[src/rtl/core/bpc_pkg.sv]
package bpc_pkg;

    typedef struct packed {
        logic [15:0] raw_temperature;
        logic [23:0] raw_pressure;
    } t_in;

    typedef struct packed {
        logic signed [15:0] temperature_decidegc;
        logic signed [31:0] pressure_pa;
        logic               div_error;
    } t_res;

    typedef struct packed {
        logic [15:0] ut;
        logic [23:0] up;
    } t_job;

    typedef struct packed {
        logic [1:0]  oss;
        logic [47:0] ac123;
        logic [47:0] ac456;
        logic [31:0] b12;
        logic [31:0] mcmd;
    } t_cfg;

    typedef enum logic [4:0] {
        S_IDLE, S_TX1, S_TD, S_TDS, S_TDIV, S_B6, S_SQ, S_P1, S_P2, S_B3A, S_B3,
        S_P4, S_X3, S_B4, S_B7, S_PDS, S_PDIV, S_Q1, S_Q2, S_Q3, S_FIN, S_DONE
    } t_bstate;

    localparam logic [2:0] REG_OSS   = 3'd0;
    localparam logic [2:0] REG_AC123 = 3'd1;
    localparam logic [2:0] REG_AC456 = 3'd2;
    localparam logic [2:0] REG_B12   = 3'd3;
    localparam logic [2:0] REG_MCMD  = 3'd4;

    localparam logic [31:0] K_4000  = 32'd4000;
    localparam logic [31:0] K_32768 = 32'd32768;
    localparam logic [31:0] K_50000 = 32'd50000;
    localparam logic [31:0] K_3038  = 32'd3038;
    localparam logic [31:0] K_M7357 = 32'hFFFF_E343;
    localparam logic [31:0] K_3791  = 32'd3791;

    function automatic logic [31:0] sx16(input logic [15:0] v);
        return {{16{v[15]}}, v};
    endfunction

endpackage

[src/rtl/core/baro_temp_pressure_compensation_unit.sv]
// Barometer compensation: raw temperature and pressure word in, 0.1 degC and Pa out.
// The back end works on one word at a time: two shift-subtract divisions plus the
// sequencer steps on one shared multiplier; a two-entry queue and the output
// register let the front take words while the back computes or a result waits.
// Reset (synchronous, active low) clears handshake state and all calibration to zero.
module baro_temp_pressure_compensation_unit (
    input  logic          i_clk,
    input  logic          i_rst_n,
    input  logic          i_valid,
    output logic          o_ready,
    input  bpc_pkg::t_in  i_data,
    output logic          o_valid,
    input  logic          i_ready,
    output bpc_pkg::t_res o_data,
    input  logic          i_cfg_we,
    input  logic [2:0]    i_cfg_addr,
    input  logic [47:0]   i_cfg_wdata
);
    import bpc_pkg::*;

    t_cfg r_cfg;
    logic w_push, w_qready, w_qvalid, w_pop;
    t_job w_fjob, w_qjob;

    // calibration registers; unknown indexes are dropped
    always_ff @(posedge i_clk) begin
        if (!i_rst_n) begin
            r_cfg <= '0;
        end else if (i_cfg_we) begin
            case (i_cfg_addr)
                REG_OSS:   r_cfg.oss   <= i_cfg_wdata[1:0];
                REG_AC123: r_cfg.ac123 <= i_cfg_wdata;
                REG_AC456: r_cfg.ac456 <= i_cfg_wdata;
                REG_B12:   r_cfg.b12   <= i_cfg_wdata[31:0];
                REG_MCMD:  r_cfg.mcmd  <= i_cfg_wdata[31:0];
                default: ;
            endcase
        end
    end

    // front: accept the word, align raw pressure
    bpc_front u_front (
        .i_clk     (i_clk),
        .i_rst_n   (i_rst_n),
        .i_valid   (i_valid),
        .o_ready   (o_ready),
        .i_data    (i_data),
        .i_oss     (r_cfg.oss),
        .o_push    (w_push),
        .o_job     (w_fjob),
        .i_q_ready (w_qready)
    );

    // hold pending words between front and back
    bpc_queue u_queue (
        .i_clk   (i_clk),
        .i_rst_n (i_rst_n),
        .i_push  (w_push),
        .i_job   (w_fjob),
        .o_ready (w_qready),
        .o_valid (w_qvalid),
        .o_job   (w_qjob),
        .i_pop   (w_pop)
    );

    // back: sequence the compensation math and register the result
    bpc_back u_back (
        .i_clk     (i_clk),
        .i_rst_n   (i_rst_n),
        .i_cfg     (r_cfg),
        .i_q_valid (w_qvalid),
        .i_job     (w_qjob),
        .o_pop     (w_pop),
        .o_valid   (o_valid),
        .i_ready   (i_ready),
        .o_data    (o_data)
    );
endmodule

[src/rtl/core/bpc_front.sv]
module bpc_front (
    input  logic          i_clk,
    input  logic          i_rst_n,
    input  logic          i_valid,
    output logic          o_ready,
    input  bpc_pkg::t_in  i_data,
    input  logic [1:0]    i_oss,
    output logic          o_push,
    output bpc_pkg::t_job o_job,
    input  logic          i_q_ready
);
    import bpc_pkg::*;

    logic r_valid, n_valid;
    t_job r_job;

    assign o_ready = !r_valid || i_q_ready;
    assign o_push  = r_valid;
    assign o_job   = r_job;

    always_comb begin
        n_valid = r_valid;
        if (r_valid && i_q_ready) n_valid = 1'b0;
        if (i_valid && o_ready)   n_valid = 1'b1;
    end

    always_ff @(posedge i_clk) begin
        if (!i_rst_n) begin
            r_valid <= 1'b0;
        end else begin
            r_valid <= n_valid;
        end
        if (i_valid && o_ready) begin
            // align raw pressure to the oversampling setting
            r_job.ut <= i_data.raw_temperature;
            r_job.up <= i_data.raw_pressure >> (4'd8 - {2'b00, i_oss});
        end
    end
endmodule

[src/rtl/core/bpc_queue.sv]
module bpc_queue (
    input  logic          i_clk,
    input  logic          i_rst_n,
    input  logic          i_push,
    input  bpc_pkg::t_job i_job,
    output logic          o_ready,
    output logic          o_valid,
    output bpc_pkg::t_job o_job,
    input  logic          i_pop
);
    import bpc_pkg::*;

    t_job       r_mem [2];
    logic       r_wp, r_rp;
    logic [1:0] r_cnt;
    logic       w_push, w_pop;

    assign o_ready = (r_cnt != 2'd2);
    assign o_valid = (r_cnt != 2'd0);
    assign o_job   = r_mem[r_rp];
    assign w_push  = i_push && o_ready;
    assign w_pop   = i_pop && o_valid;

    always_ff @(posedge i_clk) begin
        if (!i_rst_n) begin
            r_wp  <= 1'b0;
            r_rp  <= 1'b0;
            r_cnt <= 2'd0;
        end else begin
            if (w_push) r_wp <= !r_wp;
            if (w_pop)  r_rp <= !r_rp;
            r_cnt <= r_cnt + {1'b0, w_push} - {1'b0, w_pop};
        end
        if (w_push) r_mem[r_wp] <= i_job;
    end
endmodule

[src/rtl/core/bpc_div.sv]
module bpc_div (
    input  logic        i_clk,
    input  logic        i_rst_n,
    input  logic        i_start,
    input  logic        i_signed,
    input  logic [31:0] i_num,
    input  logic [31:0] i_den,
    output logic        o_done,
    output logic [31:0] o_quo
);
    logic        r_busy, r_done, r_neg;
    logic [4:0]  r_cnt;
    logic [31:0] r_rem, r_quo, r_den;
    logic [32:0] w_sh, w_diff;
    logic        w_nn, w_dn;

    assign w_nn   = i_signed && i_num[31];
    assign w_dn   = i_signed && i_den[31];
    assign w_sh   = {r_rem, r_quo[31]};
    assign w_diff = w_sh - {1'b0, r_den};
    assign o_done = r_done;
    assign o_quo  = r_neg ? (32'd0 - r_quo) : r_quo;

    always_ff @(posedge i_clk) begin
        if (!i_rst_n) begin
            r_busy <= 1'b0;
            r_done <= 1'b0;
        end else begin
            r_done <= r_busy && (r_cnt == 5'd0);
            if (i_start)                      r_busy <= 1'b1;
            else if (r_busy && r_cnt == 5'd0) r_busy <= 1'b0;
        end
        if (i_start) begin
            r_rem <= 32'd0;
            r_quo <= w_nn ? (32'd0 - i_num) : i_num;
            r_den <= w_dn ? (32'd0 - i_den) : i_den;
            r_neg <= w_nn ^ w_dn;
            r_cnt <= 5'd31;
        end else if (r_busy) begin
            // one restoring step per cycle
            r_rem <= w_diff[32] ? w_sh[31:0] : w_diff[31:0];
            r_quo <= {r_quo[30:0], !w_diff[32]};
            r_cnt <= r_cnt - 5'd1;
        end
    end
endmodule

[src/rtl/core/bpc_back.sv]
module bpc_back (
    input  logic          i_clk,
    input  logic          i_rst_n,
    input  bpc_pkg::t_cfg i_cfg,
    input  logic          i_q_valid,
    input  bpc_pkg::t_job i_job,
    output logic          o_pop,
    output logic          o_valid,
    input  logic          i_ready,
    output bpc_pkg::t_res o_data
);
    import bpc_pkg::*;

    t_bstate r_st, n_st;
    logic [31:0] ac1, ac2, ac3, ac4, ac5, ac6, b1, b2, mc, md;
    logic [31:0] r_ut, r_up, r_x1, r_x2, r_x3, r_d, r_b5, r_b6, r_sq, r_b3, r_upb3;
    logic [31:0] r_b4, r_b7, r_p;
    logic        r_err, r_ovalid;
    t_res        r_out;
    logic [31:0] w_ma, w_mb, w_prod, w_quo, w_dnum, w_dden, w_ts, w_t8;
    logic        w_dstart, w_dsig, w_ddone, w_load;
    logic [15:0] w_temp;

    assign ac1 = sx16(i_cfg.ac123[47:32]);
    assign ac2 = sx16(i_cfg.ac123[31:16]);
    assign ac3 = sx16(i_cfg.ac123[15:0]);
    assign ac4 = {16'd0, i_cfg.ac456[47:32]};
    assign ac5 = {16'd0, i_cfg.ac456[31:16]};
    assign ac6 = {16'd0, i_cfg.ac456[15:0]};
    assign b1  = sx16(i_cfg.b12[31:16]);
    assign b2  = sx16(i_cfg.b12[15:0]);
    assign mc  = sx16(i_cfg.mcmd[31:16]);
    assign md  = sx16(i_cfg.mcmd[15:0]);

    assign w_prod = w_ma * w_mb;
    assign w_t8   = 32'($signed(r_p) >>> 8);
    assign w_ts   = 32'($signed(r_b5 + 32'd8) >>> 4);
    assign w_load = (r_st == S_DONE) && (!r_ovalid || i_ready);

    always_comb begin
        if ($signed(w_ts) > $signed(32'd32767))        w_temp = 16'h7FFF;
        else if ($signed(w_ts) < $signed(32'hFFFF8000)) w_temp = 16'h8000;
        else                                            w_temp = w_ts[15:0];
    end

    bpc_div u_div (
        .i_clk    (i_clk),
        .i_rst_n  (i_rst_n),
        .i_start  (w_dstart),
        .i_signed (w_dsig),
        .i_num    (w_dnum),
        .i_den    (w_dden),
        .o_done   (w_ddone),
        .o_quo    (w_quo)
    );

    // next state
    always_comb begin
        n_st = r_st;
        case (r_st)
            S_IDLE: if (i_q_valid) n_st = S_TX1;
            S_TX1:  n_st = S_TD;
            S_TD:   n_st = S_TDS;
            S_TDS:  n_st = (r_d == 32'd0) ? S_DONE : S_TDIV;
            S_TDIV: if (w_ddone) n_st = S_B6;
            S_B6:   n_st = S_SQ;
            S_SQ:   n_st = S_P1;
            S_P1:   n_st = S_P2;
            S_P2:   n_st = S_B3A;
            S_B3A:  n_st = S_B3;
            S_B3:   n_st = S_P4;
            S_P4:   n_st = S_X3;
            S_X3:   n_st = S_B4;
            S_B4:   n_st = S_B7;
            S_B7:   n_st = (r_b4 == 32'd0) ? S_DONE : S_PDS;
            S_PDS:  n_st = S_PDIV;
            S_PDIV: if (w_ddone) n_st = S_Q1;
            S_Q1:   n_st = S_Q2;
            S_Q2:   n_st = S_Q3;
            S_Q3:   n_st = S_FIN;
            S_FIN:  n_st = S_DONE;
            S_DONE: if (w_load) n_st = S_IDLE;
            default: n_st = S_IDLE;
        endcase
    end

    // outputs: multiplier operands, divider control and queue pop
    always_comb begin
        w_ma     = 32'd0;
        w_mb     = 32'd0;
        w_dstart = 1'b0;
        w_dsig   = 1'b0;
        w_dnum   = r_b7[31] ? r_b7 : {r_b7[30:0], 1'b0};
        w_dden   = r_b4;
        o_pop    = (r_st == S_IDLE) && i_q_valid;
        case (r_st)
            S_TX1: begin w_ma = r_ut - ac6; w_mb = ac5; end
            S_TDS: begin
                w_dstart = (r_d != 32'd0);
                w_dsig   = 1'b1;
                w_dnum   = {mc[20:0], 11'd0};
                w_dden   = r_d;
            end
            S_SQ:  begin w_ma = r_b6; w_mb = r_b6; end
            S_P1:  begin w_ma = b2;   w_mb = r_sq; end
            S_P2:  begin w_ma = ac2;  w_mb = r_b6; end
            S_B3:  begin w_ma = ac3;  w_mb = r_b6; end
            S_P4:  begin w_ma = b1;   w_mb = r_sq; end
            S_B4:  begin w_ma = ac4;  w_mb = r_x3; end
            S_B7:  begin w_ma = r_upb3; w_mb = K_50000 >> i_cfg.oss; end
            S_PDS: w_dstart = 1'b1;
            S_Q1:  begin w_ma = w_t8; w_mb = w_t8; end
            S_Q2:  begin w_ma = r_x1; w_mb = K_3038; end
            S_Q3:  begin w_ma = K_M7357; w_mb = r_p; end
            default: ;
        endcase
    end

    assign o_valid = r_ovalid;
    assign o_data  = r_out;

    always_ff @(posedge i_clk) begin
        if (!i_rst_n) begin
            r_st     <= S_IDLE;
            r_ovalid <= 1'b0;
        end else begin
            r_st <= n_st;
            if (w_load)       r_ovalid <= 1'b1;
            else if (i_ready) r_ovalid <= 1'b0;
        end
        case (r_st)
            S_IDLE: begin
                r_ut  <= {16'd0, i_job.ut};
                r_up  <= {8'd0, i_job.up};
                r_err <= 1'b0;
            end
            S_TX1:  r_x1 <= 32'($signed(w_prod) >>> 15);
            S_TD:   r_d  <= r_x1 + md;
            S_TDS:  if (r_d == 32'd0) r_err <= 1'b1;
            S_TDIV: if (w_ddone) r_b5 <= r_x1 + w_quo;
            S_B6:   r_b6 <= r_b5 - K_4000;
            S_SQ:   r_sq <= 32'($signed(w_prod) >>> 12);
            S_P1:   r_x1 <= 32'($signed(w_prod) >>> 11);
            S_P2:   r_x2 <= 32'($signed(w_prod) >>> 11);
            S_B3A:  r_x3 <= r_x1 + r_x2;
            S_B3: begin
                r_b3 <= 32'($signed((({ac1[29:0], 2'b00} + r_x3) << i_cfg.oss) + 32'd2)
                            >>> 2);
                r_x1 <= 32'($signed(w_prod) >>> 13);
            end
            S_P4: begin
                r_upb3 <= r_up - r_b3;
                r_x2   <= 32'($signed(w_prod) >>> 16);
            end
            S_X3:   r_x3 <= 32'($signed(r_x1 + r_x2 + 32'd2) >>> 2) + K_32768;
            S_B4:   r_b4 <= w_prod >> 15;
            S_B7: begin
                if (r_b4 == 32'd0) r_err <= 1'b1;
                r_b7 <= w_prod;
            end
            S_PDIV: if (w_ddone) r_p <= r_b7[31] ? {w_quo[30:0], 1'b0} : w_quo;
            S_Q1:   r_x1 <= w_prod;
            S_Q2:   r_x1 <= 32'($signed(w_prod) >>> 16);
            S_Q3:   r_x2 <= 32'($signed(w_prod) >>> 16);
            S_FIN:  r_p  <= r_p + 32'($signed(r_x1 + r_x2 + K_3791) >>> 4);
            default: ;
        endcase
        if (w_load) begin
            r_out.temperature_decidegc <= r_err ? 16'sd0 : $signed(w_temp);
            r_out.pressure_pa          <= r_err ? 32'sd0 : $signed(r_p);
            r_out.div_error            <= r_err;
        end
    end
endmodule
[config.mk]
export PLATFORM = sky130hd
export DESIGN_NAME = baro_temp_pressure_compensation_unit
export DESIGN_NICKNAME = d
export VERILOG_FILES = /design/src/rtl/core/bpc_pkg.sv /design/src/rtl/core/baro_temp_pressure_compensation_unit.sv /design/src/rtl/core/bpc_front.sv /design/src/rtl/core/bpc_queue.sv /design/src/rtl/core/bpc_div.sv /design/src/rtl/core/bpc_back.sv
export SDC_FILE = /design/constraint.sdc
export NUM_CORES = 2
export LEC_CHECK = 0
export ABC_AREA = 1
export BUFFER_PORTS_ARGS = -buffer_cell sky130_fd_sc_hd__buf_2
export CAP_MARGIN = 20
export CORE_MARGIN = 3
export CORE_UTILIZATION = 60
export CTS_CLUSTER_SIZE = 8
export DETAILED_ROUTE_END_ITERATION = 12
export GPL_TIMING_DRIVEN = 1
export HOLD_SLACK_MARGIN = 0.15
export PLACE_DENSITY = 0.75
export SLEW_MARGIN = 20
export SYNTH_ARGS = -nofsm -noshare
export SYNTH_HDL_FRONTEND = slang
export SYNTH_SLANG_ARGS = --single-unit
[constraint.sdc]
create_clock -name i_clk -period 27.3 [get_ports i_clk]
set_input_delay 4.095 -clock i_clk [delete_from_list [all_inputs] [get_ports i_clk]]
set_output_delay 4.095 -clock i_clk [all_outputs]
set_load 0.1 [all_outputs]
==> impl_metrics.env <==
export IMPL_status="finished, final reports clean"
export IMPL_layout_commonest_cell="nand2_1"
export IMPL_clockBufferDepth=3
export IMPL_layout_common_cells="nand2_1, inv_1, nor2_1"
export IMPL_first_pass_iters=7
export IMPL_start_util=0.610
export IMPL_synth_yosys_seq_area_share=0.340
export IMPL_syn_area_per_cell_um2=8.06
export IMPL_ant_nets=0
export IMPL_r2r_slack_ns=15.65
export IMPL_cp_required_ns=27.75
export IMPL_drc=0
export IMPL_wire_per_inst_um=22.9
export IMPL_slew_violations=0
export IMPL_synth_edf_count=618
export IMPL_netlist_area_um2=67000
export IMPL_postCtsSetupBuffers=0
export IMPL_endpoint="u_back.r_x1[15]$_DFFE_PP_"
export IMPL_grt_pass1_wl_mm=340
export IMPL_nets=9252
export IMPL_grt_usage=0.390
export IMPL_crit_fanout=45
export IMPL_yosysUniqueCellTypes=82
export IMPL_gp_routability_congestion=1.07
export IMPL_vias=59000
export IMPL_core_rowCount=121
export IMPL_timing_final_hold_violations=0
export IMPL_relSlewSlack=0.207
export IMPL_path_clk_slew_ns=0.06
export IMPL_startpoint="u_back.r_st[4]$_SDFFE_PN0P_"
export IMPL_core_um2=110000
export IMPL_dieArea_um2=116000
export IMPL_period_share=0.427
export IMPL_syn_instance_count=8309
export IMPL_critPathKind="reg2reg"
export IMPL_cp_start_kind="flip-flop"
export IMPL_pre_cts_ws_ns=16.05
export IMPL_min_period_ns=11.65
export IMPL_postCtsHoldBufs=0
export IMPL_initialDrtViolationCount=6881
export IMPL_synth_seq_cells=830
export IMPL_cts_buffers=114
export IMPL_num_io_pins=147
export IMPL_worstHoldPathType="reg2reg"
export IMPL_layout_setup_ws_ns=15.65
export IMPL_power_per_cell_area_nw_per_um2=66.3
export IMPL_area_growth_synth_to_final_pct=8.27
export IMPL_cts_tree="done"
export IMPL_drive_above_1_share=0.0647
export IMPL_fmax_mhz=85.8
export IMPL_die_w_um=340
export IMPL_critPathSlowestCell="a2111oi_0"
export IMPL_critical_path_depth=35
export IMPL_cts_sinks=830
export IMPL_cts_resized=0
export IMPL_maxCapViolCount=0
export IMPL_grt_pass1_vias=56900
export IMPL_fin_area_um2=72500
export IMPL_cpLargestDelayFamily="adder cells"
export IMPL_portBuffers=142
export IMPL_synthArstFlopShare=0
export IMPL_critPathCaptureType="flip-flop"
export IMPL_timing_rr_end="u_back.r_x1[15]$_DFFE_PP_"
export IMPL_rsz0062_at_grt="no"
export IMPL_vias_per_cell=5.94
export IMPL_worstMarginPinSlew_ns=1.18
export IMPL_worstSkewPairLatency_ns=0.74
export IMPL_synth_top_flop_cell="edfxtp_1"
export IMPL_setup_tns_ns=0
export IMPL_p_leak_nw=33.1
export IMPL_cpPeakStageDelay_ns=0.85
export IMPL_antenna_found_initial=10
export IMPL_yosysWarnings=0
export IMPL_crit_buf_inv=9
export IMPL_cp_arrival_ns=12.10
export IMPL_skew_ns=0.0798
export IMPL_place_area_um2=69100
export IMPL_setup_viol_count_final=0
export IMPL_r2r_cells=35
export IMPL_die_h_um=340
export IMPL_cpMostUsedCell="fa_1"
export IMPL_routed_wl_mm=227
export IMPL_total_power_w=0.00481
export IMPL_holdWs_ns=0.427
export IMPL_htree_levels=3
export IMPL_gr_total_overflow=0
export IMPL_r2r_start="u_back.r_st[4]$_SDFFE_PN0P_"
export IMPL_ir_drop_uv=94.8
export IMPL_grt_start_max_net_pins=135
export IMPL_cts_root_buf="clkbuf_16"
export IMPL_dpl_hpwl_mm=178
metrics by stage:
step	std cells	utilization
after global routing	9936	0.660
final	9940	0.661
after floorplan	8312	-
after detailed placement	9733	0.629
after global placement	9732	0.629
after CTS	9928	0.660
how the worst min path moves through the flow:
stage                                    start                            end  depth (start not counted)  slack, ns
floorplan             u_back.r_b5[0]$_DFFE_PP_       u_back.r_b6[0]$_DFFE_PN_                          0       0.40
global placement      u_back.r_b5[0]$_DFFE_PP_       u_back.r_b6[0]$_DFFE_PN_                          0       0.40
detailed placement    u_back.r_b5[0]$_DFFE_PP_       u_back.r_b6[0]$_DFFE_PN_                          0       0.41
CTS                 u_front.o_job[8]$_DFFE_PP_  u_queue.r_mem[1][8]$_DFFE_PP_                          0       0.43
global route          u_back.r_b5[2]$_DFFE_PP_       u_back.r_b6[2]$_DFFE_PN_                          0       0.44
finish                u_back.r_b5[0]$_DFFE_PP_       u_back.r_b6[0]$_DFFE_PN_                          0       0.43
state kept, by name, indices dropped and copies added, names as in the netlist, 2 cells and up:
signal / count
r_cfg: 162
u_front.o_job: 40
u_queue.r_cnt: 2
u_back.r_upb3: 31
u_back.u_div.r_quo: 32
u_back.r_b6: 32
u_back.r_x2: 21
u_back.u_div.r_den: 32
u_back.r_ut: 16
u_back.r_b5: 32
u_back.r_st: 5
u_back.u_div.r_rem: 32
u_back.u_div.r_cnt: 5
u_back.r_x3: 32
u_back.r_d: 32
u_back.r_x1: 32
u_back.r_b7: 32
u_back.r_sq: 20
u_back.r_p: 32
u_back.r_up: 24
u_queue.r_mem: 80
u_back.o_data: 49
u_back.r_b3: 30
u_back.r_b4: 17
layout make-up:
type | instances | area, um^2
well taps | 1476 | 1850
fillers | 9258 | 37300
diodes | 10 | 25.0
clock inverters | 8 | 193
inverters | 1352 | 5080
flip-flops and latches | 830 | 22800
repair buffers | 220 | 1350
clock buffers | 187 | 3150
multi-input cells | 5857 | 38100
cells in the mapped netlist (all sizes together) (93+ instances only):
cell type,n,area [um^2]
inv,1346,5050
a21oi,401,2020
xnor2,93,815
fa,416,8330
nand3,338,1740
nor2,895,3500
xor2,275,2440
dfxtp,212,4240
clkbuf,214,813
edfxtp,618,18600
ha,365,4570
o21ai,626,3170
nand2,1837,7010
report_power, final:
group | switching, W | leakage, nW | internal [W]
clock network | 0.000559 | 1.58 | 0.000780
registers | 0.000129 | 7.37 | 0.00156
logic | 0.00125 | 24.2 | 0.000531
total | 0.00194 | 33.1 | 0.00287
worst reg2reg max path: cells and delay by family (launching register included):
family	cells	cell delay, ns
buf+inv	9	1.70
simple gates	11	2.85
fa+ha+maj	9	4.39
compound gates	6	1.78
flops	1	0.67
cells by family after synthesis:
group,count (synthesis),synth area share
simple gates,3353,0.210
buf+inv,1625,0.0934
compound gates,1338,0.113
flops,830,0.340
fa+ha+maj,781,0.193
xor+xnor,369,0.0489
mux,12,0.00179
other cells,1,0.0000560
per-layer routing:
metal  routed length, um  global-route usage
met2               97800               0.589
met1               84000               0.490
met5                  13                   0
met4               19800               0.284
met3               25700              0.0954
Note: power is estimated with default switching activity, not from simulation.
